$ cat config.mk
export PLATFORM = sky130hd
export DESIGN_NAME = connection_slot_table_core_flat
export DESIGN_NICKNAME = d
export VERILOG_FILES = /design/src/hw/rtl/cst_pkg.sv /design/src/hw/rtl/cst_if.sv /design/src/hw/rtl/cst_cell.sv /design/src/hw/rtl/connection_slot_table_core.sv /design/src/flat_wrapper.sv
export SDC_FILE = /design/constraint.sdc
export NUM_CORES = 1
export LEC_CHECK = 0
export BUFFER_PORTS_ARGS = -buffer_cell sky130_fd_sc_hd__buf_4
export CELL_PAD_IN_SITES_DETAIL_PLACEMENT = 0
export CELL_PAD_IN_SITES_GLOBAL_PLACEMENT = 2
export CORE_AREA = 2 2 215 323
export CTS_CLUSTER_SIZE = 40
export DETAILED_ROUTE_END_ITERATION = 10
export DIE_AREA = 0 0 217 325
export PLACE_DENSITY = 0.85
export SYNTH_ARGS = -nofsm -noshare
export SYNTH_HDL_FRONTEND = slang
export SYNTH_SLANG_ARGS = --single-unit
$ cat constraint.sdc
create_clock -name clk -period 5.5 [get_ports clk]
set_input_delay 1.1 -clock clk [delete_from_list [all_inputs] [get_ports clk]]
set_output_delay 1.1 -clock clk [all_outputs]
set_load 0.02 [all_outputs]
$ cat src/hw/rtl/cst_pkg.sv
// Package for the connection slot table: command and status codes, register
// indexes and the structs passed along the chain of slot cells.
// No dependencies.
package cst_pkg;

	localparam int CMD_W      = 3;
	localparam int SLOT_W     = 4;
	localparam int FIELD_KEY_W = 32;
	localparam int FIELD_ST_W = 3;
	localparam int STATUS_W   = 2;
	localparam int LIVE_W     = 5;
	localparam int TSIZE_W    = 5;
	localparam int AUTH_W     = 3;
	localparam int CFG_IDX_W  = 2;
	localparam int CFG_DATA_W = 5;
	localparam int SLOT_IDX_W = 6;
	localparam int LIM_W      = 7;

	localparam logic [CMD_W-1:0] OP_ADD        = 3'd0;
	localparam logic [CMD_W-1:0] OP_REMOVE     = 3'd1;
	localparam logic [CMD_W-1:0] OP_BIND       = 3'd2;
	localparam logic [CMD_W-1:0] OP_SET_STATE  = 3'd3;
	localparam logic [CMD_W-1:0] OP_FIND       = 3'd4;
	localparam logic [CMD_W-1:0] OP_FIND_OTHER = 3'd5;

	localparam logic [STATUS_W-1:0] ST_OK      = 2'd0;
	localparam logic [STATUS_W-1:0] ST_FULL    = 2'd1;
	localparam logic [STATUS_W-1:0] ST_NOMATCH = 2'd2;
	localparam logic [STATUS_W-1:0] ST_EMPTY   = 2'd3;

	localparam logic [CFG_IDX_W-1:0] REG_TABLE_SIZE  = 2'd0;
	localparam logic [CFG_IDX_W-1:0] REG_AUTHED_CODE = 2'd1;

	typedef struct packed {
		logic [CMD_W-1:0]  op;
		logic [SLOT_W-1:0] slot;
		logic [LIM_W-1:0]  lim;
	} cst_cmd_t;

	typedef struct packed {
		logic                  tok;
		logic                  hit;
		logic [SLOT_IDX_W-1:0] idx;
		logic                  tgt_occ;
	} cst_link_t;

endpackage

$ cat src/hw/rtl/cst_if.sv
// Handshake interfaces for the connection slot table: command words in,
// result words out and configuration writes. Depends on cst_pkg.
interface cst_cmd_if;
	logic                         valid;
	logic                         ready;
	logic [cst_pkg::CMD_W-1:0]    command;
	logic [cst_pkg::SLOT_W-1:0]   slot;
	logic [cst_pkg::FIELD_KEY_W-1:0] player;
	logic [cst_pkg::FIELD_ST_W-1:0] new_state;
	modport source (output valid, command, slot, player, new_state, input ready);
	modport sink (input valid, command, slot, player, new_state, output ready);
endinterface

interface cst_res_if;
	logic                         valid;
	logic                         ready;
	logic [cst_pkg::STATUS_W-1:0] status;
	logic [cst_pkg::SLOT_W-1:0]   found_slot;
	logic [cst_pkg::LIVE_W-1:0]   live_count;
	modport source (output valid, status, found_slot, live_count, input ready);
	modport sink (input valid, status, found_slot, live_count, output ready);
endinterface

interface cst_cfg_if;
	logic                           valid;
	logic                           ready;
	logic [cst_pkg::CFG_IDX_W-1:0]  index;
	logic [cst_pkg::CFG_DATA_W-1:0] data;
	modport source (output valid, index, data, input ready);
	modport sink (input valid, index, data, output ready);
endinterface

$ cat src/hw/rtl/cst_cell.sv
// One slot cell: holds the occupied mark, key and state of a slot and
// passes the scan token and running result to its neighbour. Depends on cst_pkg.
module cst_cell #(
	parameter int PLAYER_BITS = 32,
	parameter int STATE_BITS  = 3,
	parameter int IDX         = 0
) (
	input  logic                    clk,
	input  logic                    arst_n,
	input  cst_pkg::cst_cmd_t       cmd,
	input  logic [PLAYER_BITS-1:0]  key,
	input  logic [STATE_BITS-1:0]   nst,
	input  logic [STATE_BITS-1:0]   auth,
	input  cst_pkg::cst_link_t      link_in,
	output cst_pkg::cst_link_t      link_out
);
	import cst_pkg::*;

	logic                   occ_q;
	logic [PLAYER_BITS-1:0] player_q;
	logic [STATE_BITS-1:0]  state_q;
	cst_link_t              link_q;
	cst_link_t              link_d;
	logic                   is_add, is_find, in_range, is_tgt;
	logic                   match, take, tgt_hit;

	always_comb begin
		is_add   = (cmd.op == OP_ADD);
		is_find  = (cmd.op == OP_FIND) || (cmd.op == OP_FIND_OTHER);
		in_range = LIM_W'(IDX) < cmd.lim;
		is_tgt   = {{(SLOT_IDX_W-SLOT_W){1'b0}}, cmd.slot} == SLOT_IDX_W'(IDX);
		match    = is_find && occ_q && in_range && (player_q == key) &&
			(state_q == auth) && !((cmd.op == OP_FIND_OTHER) && is_tgt);
		take     = link_in.tok && !link_in.hit &&
			((is_add && !occ_q && in_range) || match);
		tgt_hit  = link_in.tok && is_tgt && occ_q;
		link_d   = link_in;
		if (take) begin
			link_d.hit = 1'b1;
			link_d.idx = SLOT_IDX_W'(IDX);
		end
		if (tgt_hit) begin
			link_d.tgt_occ = 1'b1;
		end
	end

	always_ff @(posedge clk or negedge arst_n) begin
		if (!arst_n) begin
			occ_q  <= 1'b0;
			link_q <= '0;
		end else begin
			link_q <= link_d;
			if (take && is_add) begin
				occ_q <= 1'b1;
			end else if (tgt_hit && (cmd.op == OP_REMOVE)) begin
				occ_q <= 1'b0;
			end
		end
	end

	always_ff @(posedge clk) begin
		if (take && is_add) begin
			player_q <= key;
			state_q  <= nst;
		end else if (tgt_hit && (cmd.op == OP_BIND)) begin
			player_q <= key;
			state_q  <= auth;
		end else if (tgt_hit && (cmd.op == OP_SET_STATE)) begin
			state_q <= nst;
		end
	end

	assign link_out = link_q;

endmodule

$ cat src/hw/rtl/connection_slot_table_core.sv
// Connection slot table: top level, a chain of CAPACITY slot cells with the
// command, result and configuration logic. Depends on cst_pkg, cst_if, cst_cell.
//
// Usage: a command word (command, slot, player, new_state) is taken on the cmd
// channel and gives exactly one result word (status, found_slot, live_count) on
// the res channel. Registers table_size and authed_code are written through the
// cfg channel, which is always ready. The user must write them only while no
// command is in flight; the block itself does not enforce it. One command is
// handled at a time. A scan token walks the chain of slot cells, one cell per
// cycle, through the start register and each cell's link register. cmd is ready
// again in the same cycle as the result word becomes valid on res.
// When the receiver stalls the result waits in a holding register and then in
// the output register; cmd stays not ready until the result has moved on.
// Reset empties every slot, clears the live count and sets table_size to 16 and
// authed_code to 1; no command or result is in flight afterwards.
module connection_slot_table_core #(
	parameter int CAPACITY    = 16,
	parameter int PLAYER_BITS = 32,
	parameter int STATE_BITS  = 3
) (
	input logic clk,
	input logic arst_n,
	cst_cmd_if.sink   cmd,
	cst_res_if.source res,
	cst_cfg_if.sink   cfg
);
	import cst_pkg::*;

	localparam int CNT_W = $clog2(CAPACITY + 1);

	logic [TSIZE_W-1:0]     tsize_q;
	logic [AUTH_W-1:0]      authed_q;
	cst_cmd_t               cmd_q;
	logic [PLAYER_BITS-1:0] key_q;
	logic [STATE_BITS-1:0]  nst_q;
	logic                   busy_q, start_q, pend_q;
	logic [CNT_W-1:0]       count_q;
	logic                   out_valid_q;
	logic [STATUS_W-1:0]    out_status_q, hold_status_q;
	logic [SLOT_W-1:0]      out_found_q, hold_found_q;
	logic [LIVE_W-1:0]      out_live_q, hold_live_q;

	cst_link_t              link [CAPACITY+1];
	cst_link_t              tail;
	logic                   accept, out_free;
	logic [PLAYER_BITS+FIELD_KEY_W-1:0] key_ext;
	logic [STATE_BITS+FIELD_ST_W-1:0]   nst_ext;
	logic [STATE_BITS+AUTH_W-1:0]       auth_ext;
	logic [STATE_BITS-1:0]  auth;
	logic [LIM_W-1:0]       tsize_ext, lim;
	logic [CNT_W-1:0]       next_cnt;
	logic [CNT_W+LIVE_W-1:0] cnt_ext;
	logic [STATUS_W-1:0]    res_status;
	logic [SLOT_W-1:0]      res_found;

	assign accept   = cmd.valid && cmd.ready;
	assign cmd.ready = !busy_q;
	assign cfg.ready = 1'b1;
	assign out_free = !out_valid_q || res.ready;

	assign key_ext  = {{PLAYER_BITS{1'b0}}, cmd.player};
	assign nst_ext  = {{STATE_BITS{1'b0}}, cmd.new_state};
	assign auth_ext = {{STATE_BITS{1'b0}}, authed_q};
	assign auth     = auth_ext[STATE_BITS-1:0];
	assign tsize_ext = {{(LIM_W-TSIZE_W){1'b0}}, tsize_q};
	assign lim      = (tsize_ext > LIM_W'(CAPACITY)) ? LIM_W'(CAPACITY) : tsize_ext;

	assign link[0] = cst_link_t'{tok: start_q, default: '0};

	for (genvar i = 0; i < CAPACITY; i++) begin : g_cell
		cst_cell #(
			.PLAYER_BITS(PLAYER_BITS),
			.STATE_BITS (STATE_BITS),
			.IDX        (i)
		) u_cell (
			.clk     (clk),
			.arst_n  (arst_n),
			.cmd     (cmd_q),
			.key     (key_q),
			.nst     (nst_q),
			.auth    (auth),
			.link_in (link[i]),
			.link_out(link[i+1])
		);
	end

	assign tail = link[CAPACITY];

	always_comb begin
		next_cnt   = count_q;
		res_status = ST_OK;
		res_found  = '0;
		case (cmd_q.op)
			OP_ADD: begin
				if (tail.hit) begin
					next_cnt  = count_q + CNT_W'(1);
					res_found = tail.idx[SLOT_W-1:0];
				end else begin
					res_status = ST_FULL;
				end
			end
			OP_REMOVE: begin
				if (tail.tgt_occ) begin
					next_cnt = count_q - CNT_W'(1);
				end else begin
					res_status = ST_EMPTY;
				end
			end
			OP_BIND, OP_SET_STATE: begin
				if (!tail.tgt_occ) begin
					res_status = ST_EMPTY;
				end
			end
			OP_FIND, OP_FIND_OTHER: begin
				if (tail.hit) begin
					res_found = tail.idx[SLOT_W-1:0];
				end else begin
					res_status = ST_NOMATCH;
				end
			end
			default: begin
			end
		endcase
		cnt_ext = {{LIVE_W{1'b0}}, next_cnt};
	end

	always_ff @(posedge clk or negedge arst_n) begin
		if (!arst_n) begin
			tsize_q  <= TSIZE_W'(16);
			authed_q <= AUTH_W'(1);
		end else if (cfg.valid) begin
			case (cfg.index)
				REG_TABLE_SIZE:  tsize_q  <= cfg.data[TSIZE_W-1:0];
				REG_AUTHED_CODE: authed_q <= cfg.data[AUTH_W-1:0];
				default: begin
				end
			endcase
		end
	end

	always_ff @(posedge clk) begin
		if (accept) begin
			cmd_q.op   <= cmd.command;
			cmd_q.slot <= cmd.slot;
			cmd_q.lim  <= lim;
			key_q      <= key_ext[PLAYER_BITS-1:0];
			nst_q      <= nst_ext[STATE_BITS-1:0];
		end
		if (tail.tok && !out_free) begin
			hold_status_q <= res_status;
			hold_found_q  <= res_found;
			hold_live_q   <= cnt_ext[LIVE_W-1:0];
		end
		if (tail.tok && out_free) begin
			out_status_q <= res_status;
			out_found_q  <= res_found;
			out_live_q   <= cnt_ext[LIVE_W-1:0];
		end else if (pend_q && out_free) begin
			out_status_q <= hold_status_q;
			out_found_q  <= hold_found_q;
			out_live_q   <= hold_live_q;
		end
	end

	always_ff @(posedge clk or negedge arst_n) begin
		if (!arst_n) begin
			busy_q      <= 1'b0;
			start_q     <= 1'b0;
			pend_q      <= 1'b0;
			count_q     <= '0;
			out_valid_q <= 1'b0;
		end else begin
			start_q <= accept;
			if (accept) begin
				busy_q <= 1'b1;
			end
			if (tail.tok) begin
				count_q <= next_cnt;
			end
			if (tail.tok && !out_free) begin
				pend_q <= 1'b1;
			end
			if ((tail.tok || pend_q) && out_free) begin
				out_valid_q <= 1'b1;
				pend_q      <= 1'b0;
				busy_q      <= 1'b0;
			end else if (res.ready) begin
				out_valid_q <= 1'b0;
			end
		end
	end

	assign res.valid      = out_valid_q;
	assign res.status     = out_status_q;
	assign res.found_slot = out_found_q;
	assign res.live_count = out_live_q;

endmodule
$ cat src/flat_wrapper.sv
// flat-port wrapper written by rule: the top's interface ports become plain ports
module connection_slot_table_core_flat import cst_pkg::*;
#(
	parameter int CAPACITY    = 16,
	parameter int PLAYER_BITS = 32,
	parameter int STATE_BITS  = 3
)
  (clk, arst_n, cmd_valid, cmd_command, cmd_slot, cmd_player, cmd_new_state, cmd_ready, res_valid, res_status, res_found_slot, res_live_count, res_ready, cfg_valid, cfg_index, cfg_data, cfg_ready);
  cst_cmd_if cmd_i ();
  cst_res_if res_i ();
  cst_cfg_if cfg_i ();
  input logic clk;
  input logic arst_n;
  input wire logic [$bits(cmd_i.valid)-1:0] cmd_valid;
  input wire logic [$bits(cmd_i.command)-1:0] cmd_command;
  input wire logic [$bits(cmd_i.slot)-1:0] cmd_slot;
  input wire logic [$bits(cmd_i.player)-1:0] cmd_player;
  input wire logic [$bits(cmd_i.new_state)-1:0] cmd_new_state;
  output wire logic [$bits(cmd_i.ready)-1:0] cmd_ready;
  output wire logic [$bits(res_i.valid)-1:0] res_valid;
  output wire logic [$bits(res_i.status)-1:0] res_status;
  output wire logic [$bits(res_i.found_slot)-1:0] res_found_slot;
  output wire logic [$bits(res_i.live_count)-1:0] res_live_count;
  input wire logic [$bits(res_i.ready)-1:0] res_ready;
  input wire logic [$bits(cfg_i.valid)-1:0] cfg_valid;
  input wire logic [$bits(cfg_i.index)-1:0] cfg_index;
  input wire logic [$bits(cfg_i.data)-1:0] cfg_data;
  output wire logic [$bits(cfg_i.ready)-1:0] cfg_ready;
  assign cmd_i.valid = cmd_valid;
  assign cmd_i.command = cmd_command;
  assign cmd_i.slot = cmd_slot;
  assign cmd_i.player = cmd_player;
  assign cmd_i.new_state = cmd_new_state;
  assign cmd_ready = cmd_i.ready;
  assign res_valid = res_i.valid;
  assign res_status = res_i.status;
  assign res_found_slot = res_i.found_slot;
  assign res_live_count = res_i.live_count;
  assign res_i.ready = res_ready;
  assign cfg_i.valid = cfg_valid;
  assign cfg_i.index = cfg_index;
  assign cfg_i.data = cfg_data;
  assign cfg_ready = cfg_i.ready;
  connection_slot_table_core #(.CAPACITY(CAPACITY), .PLAYER_BITS(PLAYER_BITS), .STATE_BITS(STATE_BITS)) u_core (.clk(clk), .arst_n(arst_n), .cmd(cmd_i), .res(res_i), .cfg(cfg_i));
endmodule
; ---- Word-level counts from Yosys, hierarchy flattened
; Cells that the tools add are included.
[op_classes]
n_addsub = 2
order_cmp = 17
n_eq_ne = 53
muxes = 165
n_reduce_logical = 389
[op_table]
columns = cell, count
row1 = 32-bit two-way mux, 32
row2 = 32-bit equality test, 16
row3 = 1-bit logical AND, 260
row4 = 3-bit two-way mux, 48
row5 = 7-bit two-way mux, 16
row6 = 2-bit nonzero test, 36
row7 = 4-bit by 7-bit less-than comparator with 1-bit output (first input constant), 8
row8 = 1-bit two-way mux, 55
row9 = 1-bit zero test, 50
row10 = 3-bit equality test, 16
row11 = 3-bit nonzero test, 16
row12 = 4-bit equality test (second input constant), 8
row13 = 3-bit by 7-bit less-than comparator with 1-bit output (first input constant), 4
row14 = 5-bit two-way mux, 4
row15 = 1-bit logical OR, 19
row16 = 4-bit by 3-bit equality test with 1-bit output (second input constant), 4
row17 = 4-bit two-way mux, 4
row18 = 1-bit by 7-bit less-than comparator with 1-bit output (first input constant), 2
row19 = 2-bit by 7-bit less-than comparator with 1-bit output (first input constant), 2
row20 = 5-bit one-hot mux with 2 select lines, 1
row21 = 4-bit by 2-bit equality test with 1-bit output (second input constant), 2
row22 = 2-bit two-way mux, 4
row23 = 3-bit by 2-bit equality test with 1-bit output (second input constant), 2
row24 = 3-bit equality test (second input constant), 2
row25 = other kinds (13), 15
[word_totals]
reg_bits = 806
in_bits = 54
output_inout_bits = 14
wordCells = 757

; ---- Depth between registers and ports, before layout
[logic_depth]
word_depth = 11
mapped_depth = 8
mapped_depth_nobuf = 6

; ---- Modules after synthesis
; Synthesis repeated with hierarchy kept, for this count alone.
[unflattened]
cells_unflattened = 2171
hier_area_um2 = 33920.0
[modules_own_cells]
columns = module, instances, cells_each, area_each_um2, seq_area_each_um2
row1 = connection_slot_table_core, 1, 176, 3213.1, 2499.9
row2 = cst_cell at u_core.g_cell[3].u_cell, 1, 130, 1949.4, 1301.2
row3 = cst_cell at u_core.g_cell[5].u_cell, 1, 126, 1949.4, 1301.2
row4 = cst_cell at u_core.g_cell[4].u_cell, 1, 125, 1940.6, 1301.2
row5 = cst_cell at u_core.g_cell[10].u_cell, 1, 122, 1939.4, 1301.2
row6 = cst_cell at u_core.g_cell[1].u_cell, 1, 126, 1931.9, 1301.2
row7 = cst_cell at u_core.g_cell[7].u_cell, 1, 127, 1931.9, 1301.2
row8 = cst_cell at u_core.g_cell[15].u_cell, 1, 123, 1926.8, 1301.2
row9 = cst_cell at u_core.g_cell[0].u_cell, 1, 121, 1918.1, 1301.2
row10 = cst_cell at u_core.g_cell[14].u_cell, 1, 125, 1916.8, 1301.2
row11 = cst_cell at u_core.g_cell[11].u_cell, 1, 125, 1909.3, 1301.2
row12 = cst_cell at u_core.g_cell[9].u_cell, 1, 126, 1909.3, 1301.2
row13 = cst_cell at u_core.g_cell[8].u_cell, 1, 124, 1906.8, 1301.2
row14 = cst_cell at u_core.g_cell[2].u_cell, 1, 123, 1905.6, 1301.2
row15 = 3 more rows, n/a, n/a, n/a, n/a

; ---- Worst setup path before layout
; OpenSTA, ideal clock, no wires.
[synth_path]
path_kind = register to register
from = register u_core.cmd_q[12] in the netlist's numbering
to = register u_core.g_cell[4].u_cell.player_q[0], enable pin
setup_time_ns = 0.466
arrival_time_ns = 3.589
t_required_ns = 5.034
setup_slack_ns = 1.445
stages_incl_launch_ff = 7
n_path_buf = 3
period_less_slack_ns = 4.055
cell_sequence = edfxtp_1 > buf_2 > nand2b_1 > or2_2 > clkbuf_1 > clkbuf_1 > o21ai_0
[synth_between]
elab_chain_len = 11
elab_cells_between_ends = 19
classes_between = eq/ne (3) / reduce/logical (16)
[synth_lines]
columns = element, line
row1 = "start, declared", connection_slot_table_core.sv:33  ; cst_cmd_t cmd_q;
row2 = 3-bit equality test (on tied branches), "cst_cell.sv:29, cst_cell.sv:33"
row3 = 1-bit logical OR, cst_cell.sv:29  ; is_find = (cmd.op == OP_FIND) || (cmd.op == OP_FIND_OTHER);
row4 = 1-bit logical AND (4 in a row), cst_cell.sv:32  ; match = is_find && occ_q && in_range && (player_q == key) &&
row5 = 1-bit logical AND, cst_cell.sv:33  ; (state_q == auth) && !((cmd.op == OP_FIND_OTHER) && is_tgt);
row6 = 1-bit logical OR, cst_cell.sv:35  ; ((is_add && !occ_q && in_range) || match);
row7 = 1-bit logical AND, cst_cell.sv:34  ; take = link_in.tok && !link_in.hit &&
row8 = 1-bit logical AND, cst_cell.sv:62  ; if (take && is_add) begin
row9 = 2-bit nonzero test (no source line) (*), n/a
row10 = "end signal, assigned", cst_cell.sv:63  ; player_q <= key;
row11 = "end signal, assigned", cst_cell.sv:66  ; player_q <= key;
row12 = "end, declared", cst_cell.sv:20  ; logic [PLAYER_BITS-1:0] player_q;
; Mark *: on every way between the ends. The rest lies on a longest branch, timed or not.
; A chain may end at the register's enable or synchronous reset.

; ---- Worst setup path in the final report
[layout_path]
from = register u_core.cmd_q[13] in the netlist's numbering
to = register u_core.g_cell[1].u_cell.player_q[15], enable pin
[layout_between]
elab_chain_len = 11
elab_cells_between_ends = 19
classes_between = eq/ne (3) / reduce/logical (16)
[layout_lines]
columns = element, line
row1 = 3-bit equality test (on tied branches), "cst_cell.sv:29, cst_cell.sv:33"
row2 = 1-bit logical OR, cst_cell.sv:29
row3 = 1-bit logical AND (4 in a row), cst_cell.sv:32
row4 = 1-bit logical AND, cst_cell.sv:33
row5 = 1-bit logical OR, cst_cell.sv:35
row6 = 1-bit logical AND, cst_cell.sv:34
row7 = 1-bit logical AND, cst_cell.sv:62
row8 = 2-bit nonzero test (no source line) (*), n/a
row9 = "end signal, assigned", cst_cell.sv:63
row10 = "end signal, assigned", cst_cell.sv:66
row11 = "end, declared", cst_cell.sv:20
; Marks and branches as above.

==> metrics.yaml <==
outcome: "finished, final reports clean"
overflow: 0
seq_power_share_pct: 54.8
area_growth_pct: 13.08
cts_buffers: 71
leakagePower_uw: 0.01241
wl_um: 80050
ys_types: 54
finalSetupViolations: 0
cts_root_buf: "clkbuf_16"
grt_antenna_before_repair: 2
drt-vias-per-instance: 5.615
endpoint_kind: "register"
synth_flop_cell: "edfxtp_1"
first_global_vias: 17940
fp.coreArea_sq_um: 67630
crit_required_ns: 5.72
worstPathMaxFanout: 32
power_density_nw_per_um2: 319.3
ir_drop_mv: 0.2409
rrSetupSlack_ns: 1.92
endpoint: "u_core.g_cell[1].u_cell.player_q[15]"
synthArstFlopShare_pct: 17.13
slew_headroom_pct: 9.881
dr.pass1.iters: 5
crit_start: "u_core.cmd_q[13]"
postCtsSetupRepairBufs: 0
maxCapViolations: 0
dieArea_sq_um: 70530
ys_ff_latch: 759
cts_buffer_depth: 3
synth-edff-count: 629
reg2reg_from: "u_core.cmd_q[13]"
regArea_sq_um: 22140
layout.nets: 2215
finalHoldViolCount: 0
drive_gt1_share_pct: 15.21
fp-row-count: 117
p_sw_uw: 2353
crit_chain: "nand2b_1 > buf_4 > or2_2 > buf_4 > or2_2 > nand2_1"
gp_congestion: 0.8454
min_period_ns: 3.584
multi_input_area_sq_um: 9001
cts_tree: "yes"
final.setup_skew_ns: 0.02908
syn-num-nets: 2116
cp.arrival_ns: 3.81
holdBufCountCts: 0
intPower_uw: 9064
vias: 17450
hpwl_um: 47190
antenna_cells: 0
htree_num_levels: 3
syn_avg_cell_area_sq_um: 15.35
fillers: 5489
ys_seq_area_share_pct: 70.02
hold_ws_ns: 0.4205
grt_max_degree: 90
clkTransAtPathRegs_ns: 0.07
drt_iter0_drc: 1665
initial_core_util_pct: 46.76
fin_crit_sh_pct: 65.16
rsz0062_at_grt: "no"
cts-resized-gates: 0
fmaxAchievable_mhz: 279.0
timing.rr.end: "u_core.g_cell[1].u_cell.player_q[15]"
crit_type: "register to register"
crit_path_max_incr_delay_ns: 0.98
die_w_um: 217
slowest_stage: "nand2_1"
worstMarginPinSlew_ns: 1.349
die_height_um: 325
portBuffers: 66
worstHoldPathType: "register to register"
swShare_pct: 20.61
post-route-drc-count: 0
combPwrFrac_pct: 2.4
p_clk_share_pct: 42.8
synth_warnings: 0
syn_area_sq_um: 31620
clkLatencyLatePin_ns: 0.62
wire_per_inst_um: 25.76
ant_nets: 0
place_inst: 2978
reg2regPathDepth: 6
numClockSinks: 759
grt_usage_pct: 22.96
final_max_slew_viol_count: 0
syn-instance-count: 2060
tns_ns: 0
grt_pass1_wl_um: 117500
io_pins: 68
startpoint_type: "register"
final_cells: 3107
-- worst max-delay path, delay by kind of cell (launching register included) --
kind          cells  cell delay [ns]
buf+inv           2             0.54
flops             1             0.55
simple gates      4             2.06
-- state kept, by name, summed over array words and instances (netlist names), 5 cells and up --
signal,count
u_core.g_cell.u_cell.player_q,512
u_core.g_cell.u_cell.link_out,97
u_core.g_cell.u_cell.state_q,48
u_core.key_q,32
u_core.g_cell.u_cell.occ_q,16
u_core.cmd_q,12
u_core.count_q,5
u_core.hold_live_q,5
u_core.res.live_count,5
u_core.tsize_q,5
-- routing by layer --
metal / global-route usage, % / wire (um) / vias up
li1: - / - / 7685
met1: 30.11 / 32790 / 9032
met2: 39.23 / 40170 / 583
met3: 2.487 / 4373 / 146
met4: 8.815 / 2714 / 0
met5: 0 / 0 / -
-- worst min path at each step --
stage	cells past startpoint	start	to
finish	1	u_core.g_cell[3].u_cell.link_out[0]	u_core.g_cell[4].u_cell.link_out[0]
global route	0	u_core.start_q	u_core.g_cell[0].u_cell.link_out[8]
CTS	0	u_core.g_cell[3].u_cell.link_out[8]	u_core.g_cell[4].u_cell.link_out[8]
detailed placement	0	u_core.g_cell[3].u_cell.link_out[8]	u_core.g_cell[4].u_cell.link_out[8]
global placement	0	u_core.g_cell[12].u_cell.link_out[8]	u_core.g_cell[13].u_cell.link_out[8]
floorplan	0	u_core.start_q	u_core.g_cell[0].u_cell.link_out[8]
-- synthesized netlist by cell type (3+ instances only) --
library cell,n,area share (%)
a311oi_1,8,0.22
o21ai_0,45,0.71
a21o_1,3,0.071
buf_2,46,0.73
or2_2,8,0.16
nand2b_1,44,0.87
nor4_1,87,1.7
xor2_1,295,8.2
and3_1,6,0.12
or3_1,30,0.59
nor2_1,32,0.38
nand3_1,27,0.43
clkbuf_1,58,0.69
xnor2_1,270,7.5
nand4_1,98,1.9
edfxtp_1,629,60
nor3b_1,5,0.12
mux2_2,66,2.4
a21oi_1,3,0.047
a211o_1,3,0.083
o31a_1,4,0.11
or3b_2,3,0.083
nand3b_1,10,0.24
or4_1,5,0.12
nor3_1,9,0.14
a311o_1,4,0.13
dfrtp_1,128,10
inv_1,15,0.18
buf_4,3,0.071
nor2b_1,14,0.28
and2_1,11,0.22
nand2_1,60,0.71
-- cells by family after synthesis --
group | after synthesis | share of synthesized area (%)
buf+inv | 122 | 1.666
other cells | 1 | 0.01186
simple gates | 457 | 8.376
mux | 66 | 2.350
flops | 759 | 70.02
compound gates | 88 | 1.844
fa+ha+maj | 2 | 0.07912
xor+xnor | 565 | 15.65
-- cell usage in the layout, fill, tap and decap left out, drive strengths merged, types with 9 or more instances in the layout --
cell    instances
edfxtp        629
nand3b         10
nor2           32
nor4           89
nand4          98
and2           11
or3            30
clkbuf         94
o21ai          45
nand2          60
xnor2         270
buf           133
inv            22
xor2          295
nor3            9
mux2           66
dfrtp         128
nand2b         44
clkinv         19
nor2b          14
nand3          27
-- final cells by class --
class / count / area share [%]
well taps: 892 / 3.121
flip-flops and latches: 759 / 61.92
inverters: 15 / 0.1574
clock buffers: 94 / 5.644
repair buffers: 133 / 3.152
multi-input cells: 1179 / 25.17
clock inverters: 35 / 0.8327
-- per-stage QoR --
stage | utilization, % | worst slack [ns] | power (uW) | area, sq um
after detailed placement | 49.45 | 1.985 | 6652 | 33440
after global routing | 52.87 | 1.758 | 11750 | 35760
after CTS | 52.87 | 1.957 | 11510 | 35760
final | 52.87 | 1.916 | 11420 | 35760
after floorplan | - | 1.445 | 6512 | 31620
after global placement | 49.45 | 2.087 | 6644 | 33440
-- power by group through the flow --
stage / sequential, uW / combinational, uW / clock (uW)
after floorplan: 6350 / 163 / 0
after global placement: 6380 / 268 / 0
after detailed placement: 6380 / 274 / 0
after CTS: 6260 / 277 / 4970
after global routing: 6260 / 298 / 5190
final: 6260 / 274 / 4890
(Power assumes the default switching activity.)
